## config.mk

```make
export PLATFORM = sky130hd
export DESIGN_NAME = ultrasonic_ranger_trimmed_mean
export DESIGN_NICKNAME = d
export VERILOG_FILES = /design/src/rtl/core/urtm_pkg.sv /design/src/rtl/core/urtm_ctrl.sv /design/src/rtl/core/ultrasonic_ranger_trimmed_mean.sv
export SDC_FILE = /design/constraint.sdc
export NUM_CORES = 1
export LEC_CHECK = 0
export BUFFER_PORTS_ARGS = -buffer_cell sky130_fd_sc_hd__buf_2
export CORE_MARGIN = 2
export CORE_UTILIZATION = 55
export CTS_CLUSTER_SIZE = 14
export DETAILED_ROUTE_END_ITERATION = 8
export PLACE_DENSITY = 0.82
export RECOVER_POWER = 25
export SYNTH_ARGS = -nofsm -noshare
export SYNTH_HDL_FRONTEND = slang
export SYNTH_HIERARCHICAL = 1
export SYNTH_SLANG_ARGS = --single-unit
```

## constraint.sdc

```tcl
create_clock -name clk -period 23.3 [get_ports clk]
set_clock_uncertainty 0.2 [all_clocks]
set_input_delay 1.165 -clock clk [delete_from_list [all_inputs] [get_ports clk]]
set_output_delay 1.165 -clock clk [all_outputs]
set_load 0.1 [all_outputs]
```

## src/rtl/core/urtm_pkg.sv

```systemverilog
// ----------------------------------------------------------------------------
// urtm_pkg
// Shared types, widths and constants for the ultrasonic ranger with
// single, mean-of-three and trimmed-mean-of-five readings.
// ----------------------------------------------------------------------------
package urtm_pkg;

  localparam int TICK_W = 20;   // tick counters and timeout
  localparam int TRIG_W = 8;    // trigger and clear lengths
  localparam int DIST_W = 15;   // distance in cm
  localparam int SUM_W  = 17;   // sum of up to five samples
  localparam int IDX_W  = 3;    // sample index
  localparam int FRAC_W = 10;   // remainder of us*17 mod 1000
  localparam int FUNC_W = 2;
  localparam int CFG_IDX_W  = 2;
  localparam int CFG_DATA_W = TICK_W;

  // cm = floor(us * 17 / 1000), tracked one tick at a time
  localparam logic [FRAC_W:0] CM_STEP = (FRAC_W+1)'(17);
  localparam logic [FRAC_W:0] CM_BASE = (FRAC_W+1)'(1000);

  // x / 3 == (x * ceil(2^17 / 3)) >> 17 for every 17-bit x
  localparam int DIV3_MW    = 16;
  localparam int DIV3_SHIFT = 17;
  localparam logic [DIV3_MW-1:0] DIV3_MULT = DIV3_MW'(43691);

  localparam logic [TICK_W-1:0] TIMEOUT_RST = TICK_W'(1000000);
  localparam logic [TRIG_W-1:0] TRIGGER_RST = TRIG_W'(10);
  localparam logic [TRIG_W-1:0] CLEAR_RST   = TRIG_W'(2);

  localparam logic [CFG_IDX_W-1:0] REG_TIMEOUT = CFG_IDX_W'(0);
  localparam logic [CFG_IDX_W-1:0] REG_TRIGGER = CFG_IDX_W'(1);
  localparam logic [CFG_IDX_W-1:0] REG_CLEAR   = CFG_IDX_W'(2);

  localparam logic [FUNC_W-1:0] FUNC_SINGLE = FUNC_W'(0);
  localparam logic [FUNC_W-1:0] FUNC_MEAN3  = FUNC_W'(1);
  localparam logic [FUNC_W-1:0] FUNC_TRIM5  = FUNC_W'(2);

  localparam logic [IDX_W-1:0] SAMPLES_SINGLE = IDX_W'(1);
  localparam logic [IDX_W-1:0] SAMPLES_MEAN3  = IDX_W'(3);
  localparam logic [IDX_W-1:0] SAMPLES_TRIM5  = IDX_W'(5);

  typedef enum logic [5:0] {
    PH_IDLE      = 6'b000001,
    PH_CLEAR     = 6'b000010,
    PH_TRIG      = 6'b000100,
    PH_WAIT_LOW  = 6'b001000,
    PH_WAIT_RISE = 6'b010000,
    PH_HIGH      = 6'b100000
  } phase_t;

  typedef struct packed {
    logic [TICK_W-1:0] timeout_us;
    logic [TRIG_W-1:0] trigger_us;
    logic [TRIG_W-1:0] clear_us;
  } cfg_t;

  typedef struct packed {
    logic              trigger_level;
    logic              busy_res;
    logic              done_res;
    logic [DIST_W-1:0] distance_cm;
  } result_t;

  function automatic logic [DIST_W-1:0] div3(input logic [SUM_W-1:0] x);
    logic [SUM_W+DIV3_MW-1:0] prod;
    prod = {{DIV3_MW{1'b0}}, x} * {{SUM_W{1'b0}}, DIV3_MULT};
    return prod[DIV3_SHIFT +: DIST_W];
  endfunction

endpackage

```

## src/rtl/core/urtm_ctrl.sv

```systemverilog
// ----------------------------------------------------------------------------
// urtm_ctrl
// Measurement sequencer: trigger timing, echo timing, sample accumulation.
// State advances by one tick whenever step is high; res is the tick's result.
// ----------------------------------------------------------------------------
module urtm_ctrl (
  input  logic                        clk,
  input  logic                        rst,
  input  logic                        step,
  input  logic                        start_req,
  input  logic [urtm_pkg::FUNC_W-1:0] func,
  input  logic                        echo_level,
  input  urtm_pkg::cfg_t              cfg,
  output urtm_pkg::result_t           res
);
  import urtm_pkg::*;

  phase_t              phase, phase_next;
  logic [TICK_W-1:0]   tick_count, tick_count_next;
  logic [DIST_W-1:0]   pulse_cm, pulse_cm_next;
  logic [FRAC_W-1:0]   pulse_frac, pulse_frac_next;
  logic [IDX_W-1:0]    sample_index, sample_index_next;
  logic [FUNC_W-1:0]   mode, mode_next;
  logic [SUM_W-1:0]    running_sum, running_sum_next;
  logic [DIST_W-1:0]   smallest, smallest_next;
  logic [DIST_W-1:0]   largest, largest_next;

  logic [TICK_W-1:0]   tick_inc;
  logic [FRAC_W:0]     frac_add;
  logic                finished;
  logic [DIST_W-1:0]   sample_cm;
  logic [IDX_W-1:0]    idx_inc;
  logic [IDX_W-1:0]    needed;
  logic [DIST_W:0]     drop;
  logic [SUM_W-1:0]    rest;

  assign tick_inc = tick_count + TICK_W'(1);
  assign frac_add = {1'b0, pulse_frac} + CM_STEP;
  assign idx_inc  = sample_index + IDX_W'(1);

  always_comb begin
    case (mode)
      FUNC_MEAN3: needed = SAMPLES_MEAN3;
      FUNC_TRIM5: needed = SAMPLES_TRIM5;
      default:    needed = SAMPLES_SINGLE;
    endcase
  end

  always_comb begin
    phase_next        = phase;
    tick_count_next   = tick_count;
    pulse_cm_next     = pulse_cm;
    pulse_frac_next   = pulse_frac;
    sample_index_next = sample_index;
    mode_next         = mode;
    running_sum_next  = running_sum;
    smallest_next     = smallest;
    largest_next      = largest;
    finished          = 1'b0;
    sample_cm         = '0;
    drop              = '0;
    rest              = '0;
    res               = '0;
    res.busy_res      = 1'b1;

    unique case (phase)
      PH_CLEAR: begin
        tick_count_next = tick_inc;
        if (tick_inc >= {{(TICK_W-TRIG_W){1'b0}}, cfg.clear_us}) begin
          tick_count_next = '0;
          phase_next      = PH_TRIG;
        end
      end
      PH_TRIG: begin
        res.trigger_level = 1'b1;
        tick_count_next   = tick_inc;
        if (tick_inc >= {{(TICK_W-TRIG_W){1'b0}}, cfg.trigger_us}) begin
          tick_count_next = '0;
          phase_next      = PH_WAIT_LOW;
        end
      end
      PH_WAIT_LOW, PH_WAIT_RISE, PH_HIGH: begin
        if (phase == PH_WAIT_LOW) begin
          if (!echo_level) phase_next = PH_WAIT_RISE;
        end else if (phase == PH_WAIT_RISE) begin
          if (echo_level) begin
            // first high tick: pulse length 1
            phase_next      = PH_HIGH;
            pulse_cm_next   = '0;
            pulse_frac_next = CM_STEP[FRAC_W-1:0];
          end
        end else if (echo_level) begin
          if (frac_add >= CM_BASE) begin
            pulse_frac_next = FRAC_W'(frac_add - CM_BASE);
            pulse_cm_next   = pulse_cm + DIST_W'(1);
          end else begin
            pulse_frac_next = frac_add[FRAC_W-1:0];
          end
        end else begin
          finished  = 1'b1;
          sample_cm = pulse_cm;
        end
        if (!finished) begin
          tick_count_next = tick_inc;
          if (tick_inc >= cfg.timeout_us) begin
            finished  = 1'b1;
            sample_cm = '0;
          end
        end
      end
      PH_IDLE: begin
        res.busy_res = 1'b0;
        if (start_req) begin
          res.busy_res      = 1'b1;
          mode_next         = (func == FUNC_MEAN3 || func == FUNC_TRIM5) ? func : FUNC_SINGLE;
          sample_index_next = '0;
          running_sum_next  = '0;
          smallest_next     = '0;
          largest_next      = '0;
          pulse_cm_next     = '0;
          pulse_frac_next   = '0;
          tick_count_next   = '0;
          phase_next        = (cfg.clear_us == '0) ? PH_TRIG : PH_CLEAR;
        end
      end
      default: begin
        res.busy_res = 1'b0;
        phase_next   = PH_IDLE;
      end
    endcase

    if (finished) begin
      if (sample_index == '0 || sample_cm > largest) largest_next = sample_cm;
      if (sample_index == '0 || sample_cm < smallest) smallest_next = sample_cm;
      running_sum_next  = running_sum + {{(SUM_W-DIST_W){1'b0}}, sample_cm};
      sample_index_next = idx_inc;
      if (idx_inc >= needed) begin
        drop = {1'b0, largest_next} + {1'b0, smallest_next};
        rest = (running_sum_next >= {{(SUM_W-DIST_W-1){1'b0}}, drop})
             ? running_sum_next - {{(SUM_W-DIST_W-1){1'b0}}, drop} : '0;
        case (mode)
          FUNC_MEAN3: res.distance_cm = div3(running_sum_next);
          FUNC_TRIM5: res.distance_cm = div3(rest);
          default:    res.distance_cm = sample_cm;
        endcase
        res.done_res    = 1'b1;
        res.busy_res    = 1'b0;
        phase_next      = PH_IDLE;
        tick_count_next = '0;
      end else begin
        tick_count_next = '0;
        phase_next      = (cfg.clear_us == '0) ? PH_TRIG : PH_CLEAR;
      end
    end
  end

  always_ff @(posedge clk) begin
    if (rst) begin
      phase        <= PH_IDLE;
      tick_count   <= '0;
      pulse_cm     <= '0;
      pulse_frac   <= '0;
      sample_index <= '0;
      mode         <= FUNC_SINGLE;
      running_sum  <= '0;
      smallest     <= '0;
      largest      <= '0;
    end else if (step) begin
      phase        <= phase_next;
      tick_count   <= tick_count_next;
      pulse_cm     <= pulse_cm_next;
      pulse_frac   <= pulse_frac_next;
      sample_index <= sample_index_next;
      mode         <= mode_next;
      running_sum  <= running_sum_next;
      smallest     <= smallest_next;
      largest      <= largest_next;
    end
  end

endmodule

```

## src/rtl/core/ultrasonic_ranger_trimmed_mean.sv

```systemverilog
// ----------------------------------------------------------------------------
// ultrasonic_ranger_trimmed_mean
// Ultrasonic ranger controller, one microsecond tick per item.
// ----------------------------------------------------------------------------
// Usage:
//   Input channel (in_valid / in_stall): one item per microsecond tick with
//   start_req, func and the sampled echo_level.
//   Output channel (out_valid / out_stall): exactly one item per input item
//   with trigger_level, busy_res, done_res and distance_cm (0 unless done).
//   Config channel (cfg_valid / cfg_ready, always ready): cfg_index selects
//   timeout_us, trigger_us or clear_us; write only while no measurement runs.
// Timing:
//   An accepted item sits in the input register, is processed once the
//   output register is free or draining, and lands there. One item per
//   cycle sustained while out_stall is low: the sequencer steps once per
//   item and the input register refills in the cycle it drains.
// Reset: config registers return to their defaults, sequencer goes idle,
//   both holding registers empty.
// Stall: the output register holds its item; one more item waits in the
//   input register, after which in_stall rises.
// ----------------------------------------------------------------------------
module ultrasonic_ranger_trimmed_mean (
  input  logic                            clk,
  input  logic                            rst,
  input  logic                            in_valid,
  output logic                            in_stall,
  input  logic                            start_req,
  input  logic [urtm_pkg::FUNC_W-1:0]     func,
  input  logic                            echo_level,
  output logic                            out_valid,
  input  logic                            out_stall,
  output logic                            trigger_level,
  output logic                            busy_res,
  output logic                            done_res,
  output logic [urtm_pkg::DIST_W-1:0]     distance_cm,
  input  logic                            cfg_valid,
  output logic                            cfg_ready,
  input  logic [urtm_pkg::CFG_IDX_W-1:0]  cfg_index,
  input  logic [urtm_pkg::CFG_DATA_W-1:0] cfg_data
);
  import urtm_pkg::*;

  cfg_t              cfg;
  logic              in_full;
  logic              in_start;
  logic [FUNC_W-1:0] in_func;
  logic              in_echo;
  logic              advance;
  logic              accept_in;
  result_t           res;

  assign cfg_ready = 1'b1;
  assign advance   = in_full && (!out_valid || !out_stall);
  assign in_stall  = in_full && !advance;
  assign accept_in = in_valid && !in_stall;

  always_ff @(posedge clk) begin
    if (rst) begin
      cfg.timeout_us <= TIMEOUT_RST;
      cfg.trigger_us <= TRIGGER_RST;
      cfg.clear_us   <= CLEAR_RST;
    end else if (cfg_valid && cfg_ready) begin
      unique case (cfg_index)
        REG_TIMEOUT: cfg.timeout_us <= cfg_data[TICK_W-1:0];
        REG_TRIGGER: cfg.trigger_us <= cfg_data[TRIG_W-1:0];
        REG_CLEAR:   cfg.clear_us   <= cfg_data[TRIG_W-1:0];
        default: ;
      endcase
    end
  end

  // input holding register
  always_ff @(posedge clk) begin
    if (rst) begin
      in_full <= 1'b0;
    end else if (accept_in) begin
      in_full <= 1'b1;
    end else if (advance) begin
      in_full <= 1'b0;
    end
  end

  always_ff @(posedge clk) begin
    if (accept_in) begin
      in_start <= start_req;
      in_func  <= func;
      in_echo  <= echo_level;
    end
  end

  urtm_ctrl u_ctrl (
    .clk        (clk),
    .rst        (rst),
    .step       (advance),
    .start_req  (in_start),
    .func       (in_func),
    .echo_level (in_echo),
    .cfg        (cfg),
    .res        (res)
  );

  // output register
  always_ff @(posedge clk) begin
    if (rst) begin
      out_valid <= 1'b0;
    end else if (advance) begin
      out_valid <= 1'b1;
    end else if (!out_stall) begin
      out_valid <= 1'b0;
    end
  end

  always_ff @(posedge clk) begin
    if (advance) begin
      trigger_level <= res.trigger_level;
      busy_res      <= res.busy_res;
      done_res      <= res.done_res;
      distance_cm   <= res.distance_cm;
    end
  end

  a_in_stall_cause: assert property (@(posedge clk) disable iff (rst)
    in_stall |-> (out_valid && out_stall))
    else $error("input stalled while output is free");

  a_done_not_busy: assert property (@(posedge clk) disable iff (rst)
    out_valid |-> !(busy_res && done_res))
    else $error("busy and done on the same item");

  a_dist_only_done: assert property (@(posedge clk) disable iff (rst)
    (out_valid && !done_res) |-> (distance_cm == '0))
    else $error("distance nonzero without done");

  a_trig_busy: assert property (@(posedge clk) disable iff (rst)
    (out_valid && trigger_level) |-> busy_res)
    else $error("trigger high outside a measurement");

endmodule

```

==> results of run 1 <==
[where the power goes]
| part | internal, W | switching [W] | leakage [nW] | total [W] |
|---|---|---|---|---|
| logic | 0.0000182 | 0.0000447 | 10.5 | 0.0000629 |
| registers | 0.000289 | 0.00000412 | 1.36 | 0.000293 |
| clock network | 0.000137 | 0.000126 | 0.258 | 0.000264 |
| total | 0.000445 | 0.000175 | 12.1 | 0.000620 |
[metal layers]
metal | vias up | track usage, % | share of wire [%]
met5 | - | 0 | 0
met4 | 0 | 15.3 | 5.4
met3 | 155 | 3.67 | 5.2
met2 | 644 | 50.3 | 49
met1 | 8815 | 34.5 | 41
li1 | 8697 | - | -
[placed cells by master, fill, tap and decap left out, types with 10 or more instances in the layout]
cell type                   instances
sky130_fd_sc_hd__a22oi_1           55
sky130_fd_sc_hd__o21a_1            15
sky130_fd_sc_hd__a31oi_1           15
sky130_fd_sc_hd__nor2b_1           15
sky130_fd_sc_hd__o21ai_0           94
sky130_fd_sc_hd__mux2i_1           46
sky130_fd_sc_hd__edfxtp_1          22
sky130_fd_sc_hd__dfxtp_1          141
sky130_fd_sc_hd__o31ai_1           15
sky130_fd_sc_hd__and3_1            23
sky130_fd_sc_hd__nand3b_1          13
sky130_fd_sc_hd__inv_1            460
sky130_fd_sc_hd__xnor2_1           72
sky130_fd_sc_hd__nand2b_1          59
sky130_fd_sc_hd__and2_1            15
sky130_fd_sc_hd__or2_2             10
sky130_fd_sc_hd__buf_2             48
sky130_fd_sc_hd__buf_4             18
sky130_fd_sc_hd__nor3_1            29
sky130_fd_sc_hd__clkbuf_16         17
sky130_fd_sc_hd__ha_1             367
sky130_fd_sc_hd__nor2_1           178
sky130_fd_sc_hd__a211oi_1          19
sky130_fd_sc_hd__nand4_1           18
sky130_fd_sc_hd__nand3_1           60
sky130_fd_sc_hd__a221oi_1          11
sky130_fd_sc_hd__xor2_1            30
sky130_fd_sc_hd__nand2_1          134
sky130_fd_sc_hd__fa_1             178
sky130_fd_sc_hd__a21o_1            59
sky130_fd_sc_hd__a21oi_1          128
[path summary, 6_finish.rpt]
check,slack (ps),depth (start not counted),startpoint,to
max reg2reg,8730,53,u_ctrl/phase[5]$_SDFFE_PP0P_,distance_cm[14]$_DFFE_PP_
max,8730,53,u_ctrl/phase[5]$_SDFFE_PP0P_,distance_cm[14]$_DFFE_PP_
min reg2reg,270,2,cfg[28]$_SDFFE_PP0P_,cfg[28]$_SDFFE_PP0P_
min,270,2,cfg[28]$_SDFFE_PP0P_,cfg[28]$_SDFFE_PP0P_
[logic make-up after synthesis]
group,count (synthesis)
flip-flops,163
other,1
multiplexers,51
XOR/XNOR,104
AO/OA/AOI/OAI,524
AND/OR/NAND/NOR,616
adder cells (fa/ha/maj),550
buffers and inverters,547
[through the flow]
stage / instance area (um2) / utilization, %
global route: 23300 / 58.7
floorplan: 22100 / -
finish: 23300 / 58.7
detailed placement: 22800 / 57.4
CTS: 23300 / 58.8
global placement: 22800 / 57.4
[cells in the mapped netlist (10+ instances only)]
cell type | number | share of area, %
sky130_fd_sc_hd__a211oi_1 | 19 | 0.65
sky130_fd_sc_hd__a21o_1 | 59 | 2.0
sky130_fd_sc_hd__a21oi_1 | 128 | 2.9
sky130_fd_sc_hd__a221oi_1 | 11 | 0.44
sky130_fd_sc_hd__a22oi_1 | 55 | 1.9
sky130_fd_sc_hd__a31oi_1 | 15 | 0.42
sky130_fd_sc_hd__and2_1 | 15 | 0.42
sky130_fd_sc_hd__and3_1 | 23 | 0.65
sky130_fd_sc_hd__buf_2 | 18 | 0.41
sky130_fd_sc_hd__clkbuf_1 | 56 | 0.95
sky130_fd_sc_hd__dfxtp_1 | 141 | 13
sky130_fd_sc_hd__edfxtp_1 | 22 | 3.0
sky130_fd_sc_hd__fa_1 | 178 | 16
sky130_fd_sc_hd__ha_1 | 367 | 21
sky130_fd_sc_hd__inv_1 | 460 | 7.8
sky130_fd_sc_hd__mux2i_1 | 46 | 2.1
sky130_fd_sc_hd__nand2_1 | 134 | 2.3
sky130_fd_sc_hd__nand2b_1 | 59 | 1.7
sky130_fd_sc_hd__nand3_1 | 60 | 1.4
sky130_fd_sc_hd__nand3b_1 | 13 | 0.44
sky130_fd_sc_hd__nand4_1 | 18 | 0.51
sky130_fd_sc_hd__nor2_1 | 178 | 3.0
sky130_fd_sc_hd__nor2b_1 | 15 | 0.42
sky130_fd_sc_hd__nor3_1 | 29 | 0.66
sky130_fd_sc_hd__nor3b_1 | 10 | 0.34
sky130_fd_sc_hd__o21a_1 | 15 | 0.51
sky130_fd_sc_hd__o21ai_0 | 94 | 2.1
sky130_fd_sc_hd__o31ai_1 | 15 | 0.51
sky130_fd_sc_hd__or2_2 | 10 | 0.28
sky130_fd_sc_hd__xnor2_1 | 72 | 2.9
sky130_fd_sc_hd__xor2_1 | 30 | 1.2
[state kept, by name, indices dropped and copies added, names as in the netlist]
register / cells
in_echo: 1
u_ctrl/largest: 15
done_res: 1
distance_cm: 15
u_ctrl/running_sum: 17
trigger_level: 1
out_valid: 1
u_ctrl/smallest: 15
in_func: 2
busy_res: 1
u_ctrl/tick_count: 20
in_full: 1
in_start: 1
u_ctrl/sample_index: 3
u_ctrl/pulse_cm: 15
cfg: 36
u_ctrl/phase: 6
u_ctrl/mode: 2
u_ctrl/pulse_frac: 10
[final cells by class]
cell class                 instances  area share, %
inverter                         461           7.44
multi-input combinational       1846           70.8
sequential                       163           15.0
timing repair buffer              69           1.66
tap                              525           2.82
clock inverter                    14          0.451
clock buffer                      18           1.84
[critical path, delay by kind of cell, from the launching register on]
| kind | cells | cell delay, ps |
|---|---|---|
| buffers and inverters | 6 | 530 |
| flip-flops | 1 | 580 |
| XOR/XNOR | 1 | 110 |
| AO/OA/AOI/OAI | 22 | 4700 |
| AND/OR/NAND/NOR | 13 | 3570 |
| adder cells (fa/ha/maj) | 10 | 4450 |
| multiplexers | 1 | 90 |
==> results.txt, run 1 <==
----------------------------------------------------
[Yosys]
  Yosys Warn Count ... 6
  Synth Area in XOR/XNOR ... 4.19%
  Basic-gate share of the synthesized area counting and, or, nand and nor cells ... 14.4%
  Count of state elements after synthesis ... 163
  Sequential cell area fraction in the yosys report ... 15.8%
  Instance count of the mapped netlist ... 2556
  Unique masters post-synth ... 115
  Netlist area before placement ... about 0.022 mm2
  Main combinational cell family by area after synthesis ... adder cells
  Multiplexer fraction of the synthesized cell area ... under 10%
  Post-synth net total ... 3132
  Top FF cell, synth ... sky130_fd_sc_hd__dfxtp_1
  EDFF count, synth ... 22
  Asr flop ratio synth ... 0%
  Synth Area in Compound Gates ... 16.4%
  Post-Synth Adder-Cell Area ... between 30% and 40%
  Post-synthesis average cell area ... 8.64 um2

[Setup path]
  CP Data Arrival Time ... between 10000 and 15000 ps
  Crit Path Class ... flip-flop to flip-flop
  Max incr delay on CP ... 600 ps
  Capturing element type of the critical path ... flip-flop
  Slowest CP cell ... sky130_fd_sc_hd__o31ai_1
  CP max FO ... 28
  Required arrival time at the worst endpoint ... 23270 ps
  Critical Path Source Type ... flip-flop

[STA]
  Final max-slew violation count ... 121
  Final setup violating endpoints ... 0
  Time the worst path needs with I/O delays and setup ... 14570 ps
  Final hold vios ... 0
  Relative max-transition margin ... -164%
  Transition time of the tightest slew-check pin ... ~4000 ps
  Final worst slack ... 8730 ps
  Unrepaired setup endpoints after global routing ... false
  Fmax ... 68.6 MHz
  Worst hold slack ... between 200 and 300 ps
  Final worst-path cycle share ... between 60% and 70%
  Setup TNS after final layout ... 0 ps

[Routing]
  ANT nets after route ... 0
  Per-cell routed wire length ... 18.9 um
  Vias after detailed routing ... between 15000 and 20000
  Remaining design rule violation count ... 0
  Overall routed net length ... roughly 58000 um
  Ratio of routed vias to standard cells ... slightly below 6
  Number of DRC violations after detailed-routing iteration 0 ... roughly 1500
  Initial DRT Pass Iterations ... 6

[CTS]
  Insertion delay to the later sink of the worst-skew pair ... 450 ps
  Total of cells resized after clock tree synthesis ... 0
  Post-CTS setup-driven buffer insertion count ... 0
  Level count of the clock H-tree ... 4
  Maximum clock insertion buffer count ... 2
  Num Clock Sinks ... ~160
  Clock-pin slew on the worst setup and hold paths ... ~70 ps
  Number of hold-repair buffers added at the cts stage ... 0
  Root Buffer ... sky130_fd_sc_hd__clkbuf_16
  Number of clock buffers inserted by TritonCTS ... 17
  Clock tree from TritonCTS ... yes

[Final layout]
  FF/Latch Area ... approximately 0.0035 mm2
  Number of standard cells in the layout, taps in and fillers out ... 3096
  Area Overhead vs Synth ... 5.42%
  Post-layout net count ... roughly 3100
  Multi-input combinational cell area ... roughly 0.016 mm2
  Antenna fix cells ... 0
  Fill cell total of the finished layout ... between 3000 and 4000
  Share of cells above drive strength 1 ... approximately 6.3%

[Power]
  Maximum ir drop on the vdd rail ... 0.0000678 V
  Leakage power total ... 12.1 nW
  Total Power Consumption ... 0.000620 W
  Power per Cell Area ... between 20 and 30 mW/mm2

[Place]
  Worst slack at placement ... 8940 ps
  Number of placed instances, taps included ... between 3000 and 4000
  PortBufs ... 50
  Post-DP HPWL ... approximately 48000 um
  Placer Congestion ... 0.982

[Status]
  Violated checks ... capacitance limit, slew limit
  Run status ... finished with violations

[GRT]
  Largest net degree at the start of global routing ... 98
  GRT overflow ... 0
  Number of global-route vias before repair ... 18600
  Wire length of the first global-routing pass ... 95100 um
  Global-route total usage across every layer ... 28.8%
  Initial antenna violation count ... 0

[Die]
  Initial Util ... 55.7%
  Die H ... about 200 um
  Core Region ... 0.0396 mm2
  Standard-cell rows ... 73
  Die width ... 204 um
  Number of top-level pins ... 52
  Die area ... 0.0418 mm2

[Job]
  Max-capacitance violation count ... 2

[Min path]
  Worst min-delay path category ... flip-flop to flip-flop

----------------------------------------------------
Power figures use the tool's default switching activity.
==> inputs of run 2 (changes only) <==
==> constraint.sdc (replaced) <==
create_clock -name clk -period 14.35 [get_ports clk]
set_clock_uncertainty 0.2 [all_clocks]
set_input_delay 0.7175 -clock clk [delete_from_list [all_inputs] [get_ports clk]]
set_output_delay 0.7175 -clock clk [all_outputs]
set_load 0.1 [all_outputs]
==> run 2 against run 1 <==
Against the previous run:
- the flow still finishes with violations (capacitance limit, slew limit)
- clock-buffer cell count increased by 3
- sequential share of layout area decreased by 0.094 points
- global-route usage increased by 0.38 points
- worst hold slack got worse by 29 ps
- maximum frequency increased by 7.9%
- non-clock buffer count increased by 6
- highest routed layer unchanged
==> results.txt, run 2 (synthesized netlist as in run 1, its figures left out) <==
----------------------------------------------------
[Die]
  Core Region ... 0.0396 mm2
  Die area ... ~0.042 mm2
  Standard-cell rows ... 73
  Number of top-level pins ... 52
  Initial Util ... 55.7%
  Die H ... 204 um
  Die width ... 204 um

[Final layout]
  Largest registers ... cfg x36, u_ctrl/tick_count x20, u_ctrl/running_sum x17
  Max FFs per register ... 36
  Antenna fix cells ... 0
  Area Overhead vs Synth ... 6.12%
  Largest register by flop count ... cfg
  Fill cell total of the finished layout ... 3570
  Post-layout net count ... 3140
  Leading cell type in the layout, fill and taps excluded ... sky130_fd_sc_hd__inv_1
  Commonest non-fill, non-tap cells in the layout ... 460 x sky130_fd_sc_hd__inv_1, 367 x sky130_fd_sc_hd__ha_1, 178 x sky130_fd_sc_hd__fa_1
  Post-route cell area ... approximately 0.023 mm2
  Share of cells above drive strength 1 ... 6.67%

[Routing]
  Remaining design rule violation count ... 0
  Overall routed net length ... 59500 um
  Number of DRC violations after detailed-routing iteration 0 ... 1689
  Per-cell routed wire length ... between 15 and 20 um
  Vias after detailed routing ... 18600
  Initial DRT Pass Iterations ... 6
  ANT nets after route ... 0
  Ratio of routed vias to standard cells ... between 5 and 6

[STA]
  Final worst slack ... 852 ps
  Final max-slew violation count ... 128
  Relative max-transition margin ... -186%
  Setup TNS after final layout ... 0 ps
  Final setup violating endpoints ... 0
  Fmax ... 74.1 MHz
  Time the worst path needs with I/O delays and setup ... 13500 ps
  Final worst-path cycle share ... 94.1%
  Unrepaired setup endpoints after global routing ... false
  Final hold vios ... 0
  Transition time of the tightest slew-check pin ... 4280 ps

[Place]
  Dpl cell area ... 0.0228 mm2
  Post-DP HPWL ... between 40000 and 50000 um
  Placer Congestion ... 1.01
  PortBufs ... 50
  Worst slack at placement ... just under 500 ps

[Job]
  Max-capacitance violation count ... 2

[GRT]
  Largest net degree at the start of global routing ... 105
  Initial antenna violation count ... 0
  GRT overflow ... 0
  Wire length of the first global-routing pass ... approximately 97000 um
  Number of global-route vias before repair ... 18800
  Global-route total usage across every layer ... 29.2%

[Setup path]
  Required arrival time at the worst endpoint ... 14310 ps
  Capturing element type of the critical path ... flip-flop
  CP Data Arrival Time ... 13460 ps
  Max incr delay on CP ... 550 ps
  Slowest CP cell ... sky130_fd_sc_hd__fa_1
  Crit Path Class ... flip-flop to flip-flop
  Cell mode on critical path ... sky130_fd_sc_hd__inv_1
  CP max FO ... 25
  Critical Path Source Type ... flip-flop

[CTS]
  Insertion delay to the later sink of the worst-skew pair ... 450 ps
  Root Buffer ... sky130_fd_sc_hd__clkbuf_16
  Maximum clock insertion buffer count ... 2
  Number of hold-repair buffers added at the cts stage ... 0
  Number of clock buffers inserted by TritonCTS ... 17
  Clock-pin slew on the worst setup and hold paths ... 70 ps
  Level count of the clock H-tree ... 4
  Num Clock Sinks ... approximately 160
  Clock tree from TritonCTS ... yes

[Power]
  Leakage power total ... roughly 12 nW
  Power per Cell Area ... 45.9 mW/mm2
  Maximum ir drop on the vdd rail ... ~0.00010 V

[Status]
  Violated checks ... capacitance limit, slew limit
  Run status ... finished with violations

[Min path]
  Worst min-delay path category ... input pin to flip-flop

----------------------------------------------------
## run 2: report_power, final
part           internal, W  total, W  switching, W
Clock             0.000297  0.000496      0.000199
Sequential        0.000470  0.000477    0.00000678
Combinational    0.0000293  0.000103     0.0000735
Total             0.000797   0.00108      0.000279
## run 2: worst paths after layout
check / start / endpoint / slack, ps / cells after the start
setup / recovery: u_ctrl/phase[1]$_SDFFE_PP0P_ / distance_cm[13]$_DFFE_PP_ / 850 / 57
hold reg to reg: cfg[28]$_SDFFE_PP0P_ / cfg[28]$_SDFFE_PP0P_ / 270 / 2
setup reg to reg: u_ctrl/phase[1]$_SDFFE_PP0P_ / distance_cm[13]$_DFFE_PP_ / 850 / 57
hold / removal: echo_level / in_echo$_DFFE_PP_ / 240 / 1
## run 2: area by class of cell
cell class / instances / area [um2] / share of cell area (%)
Multi-Input combinational cell: 1846 / 16500 / 70.4
Sequential cell: 163 / 3480 / 14.9
Inverter: 461 / 1730 / 7.39
Tap cell: 525 / 657 / 2.80
Clock buffer: 21 / 450 / 1.92
Timing Repair Buffer: 75 / 432 / 1.84
Clock inverter: 11 / 176 / 0.753
## run 2: routing by layer
metal	track usage [%]	up-vias	share of wire [%]
met3	3.79	153	5.3
met1	34.8	9019	40
met2	51.7	688	49
met4	14.2	0	5.0
li1	-	8690	-
met5	0	-	0
## run 2: per-stage QoR
stage | hold slack [ps] | utilization, % | power, W | std cells
2_1_floorplan | 249 | - | 0.000561 | 2556
3_3_place_gp | 263 | 57.5 | 0.000584 | 3068
3_5_place_dp | 260 | 57.5 | 0.000587 | 3068
4_1_cts | 219 | 59.1 | 0.00108 | 3100
5_1_grt | 231 | 59.1 | 0.00111 | 3102
6_report | 244 | 59.1 | 0.00108 | 3102
## run 2: what timing repair did
| item | in CTS | in global routing |
|---|---|---|
| setup endpoints to repair | 0 | 12 |
| buffers inserted | 0 | 2 |
| gates resized for setup | 0 | 7 |
## run 2: worst max-delay path: cells and delay by family (launching register included)
family                     cells  cell delay (ps)
AOI/OAI and AO/OA             19             3540
xor gates and xnor gates       2              250
adders and majority gates     10             4360
buffers and inverters          9             1050
DFF                            1              400
muxes                          1              320
and+or+nand+nor               16             3110
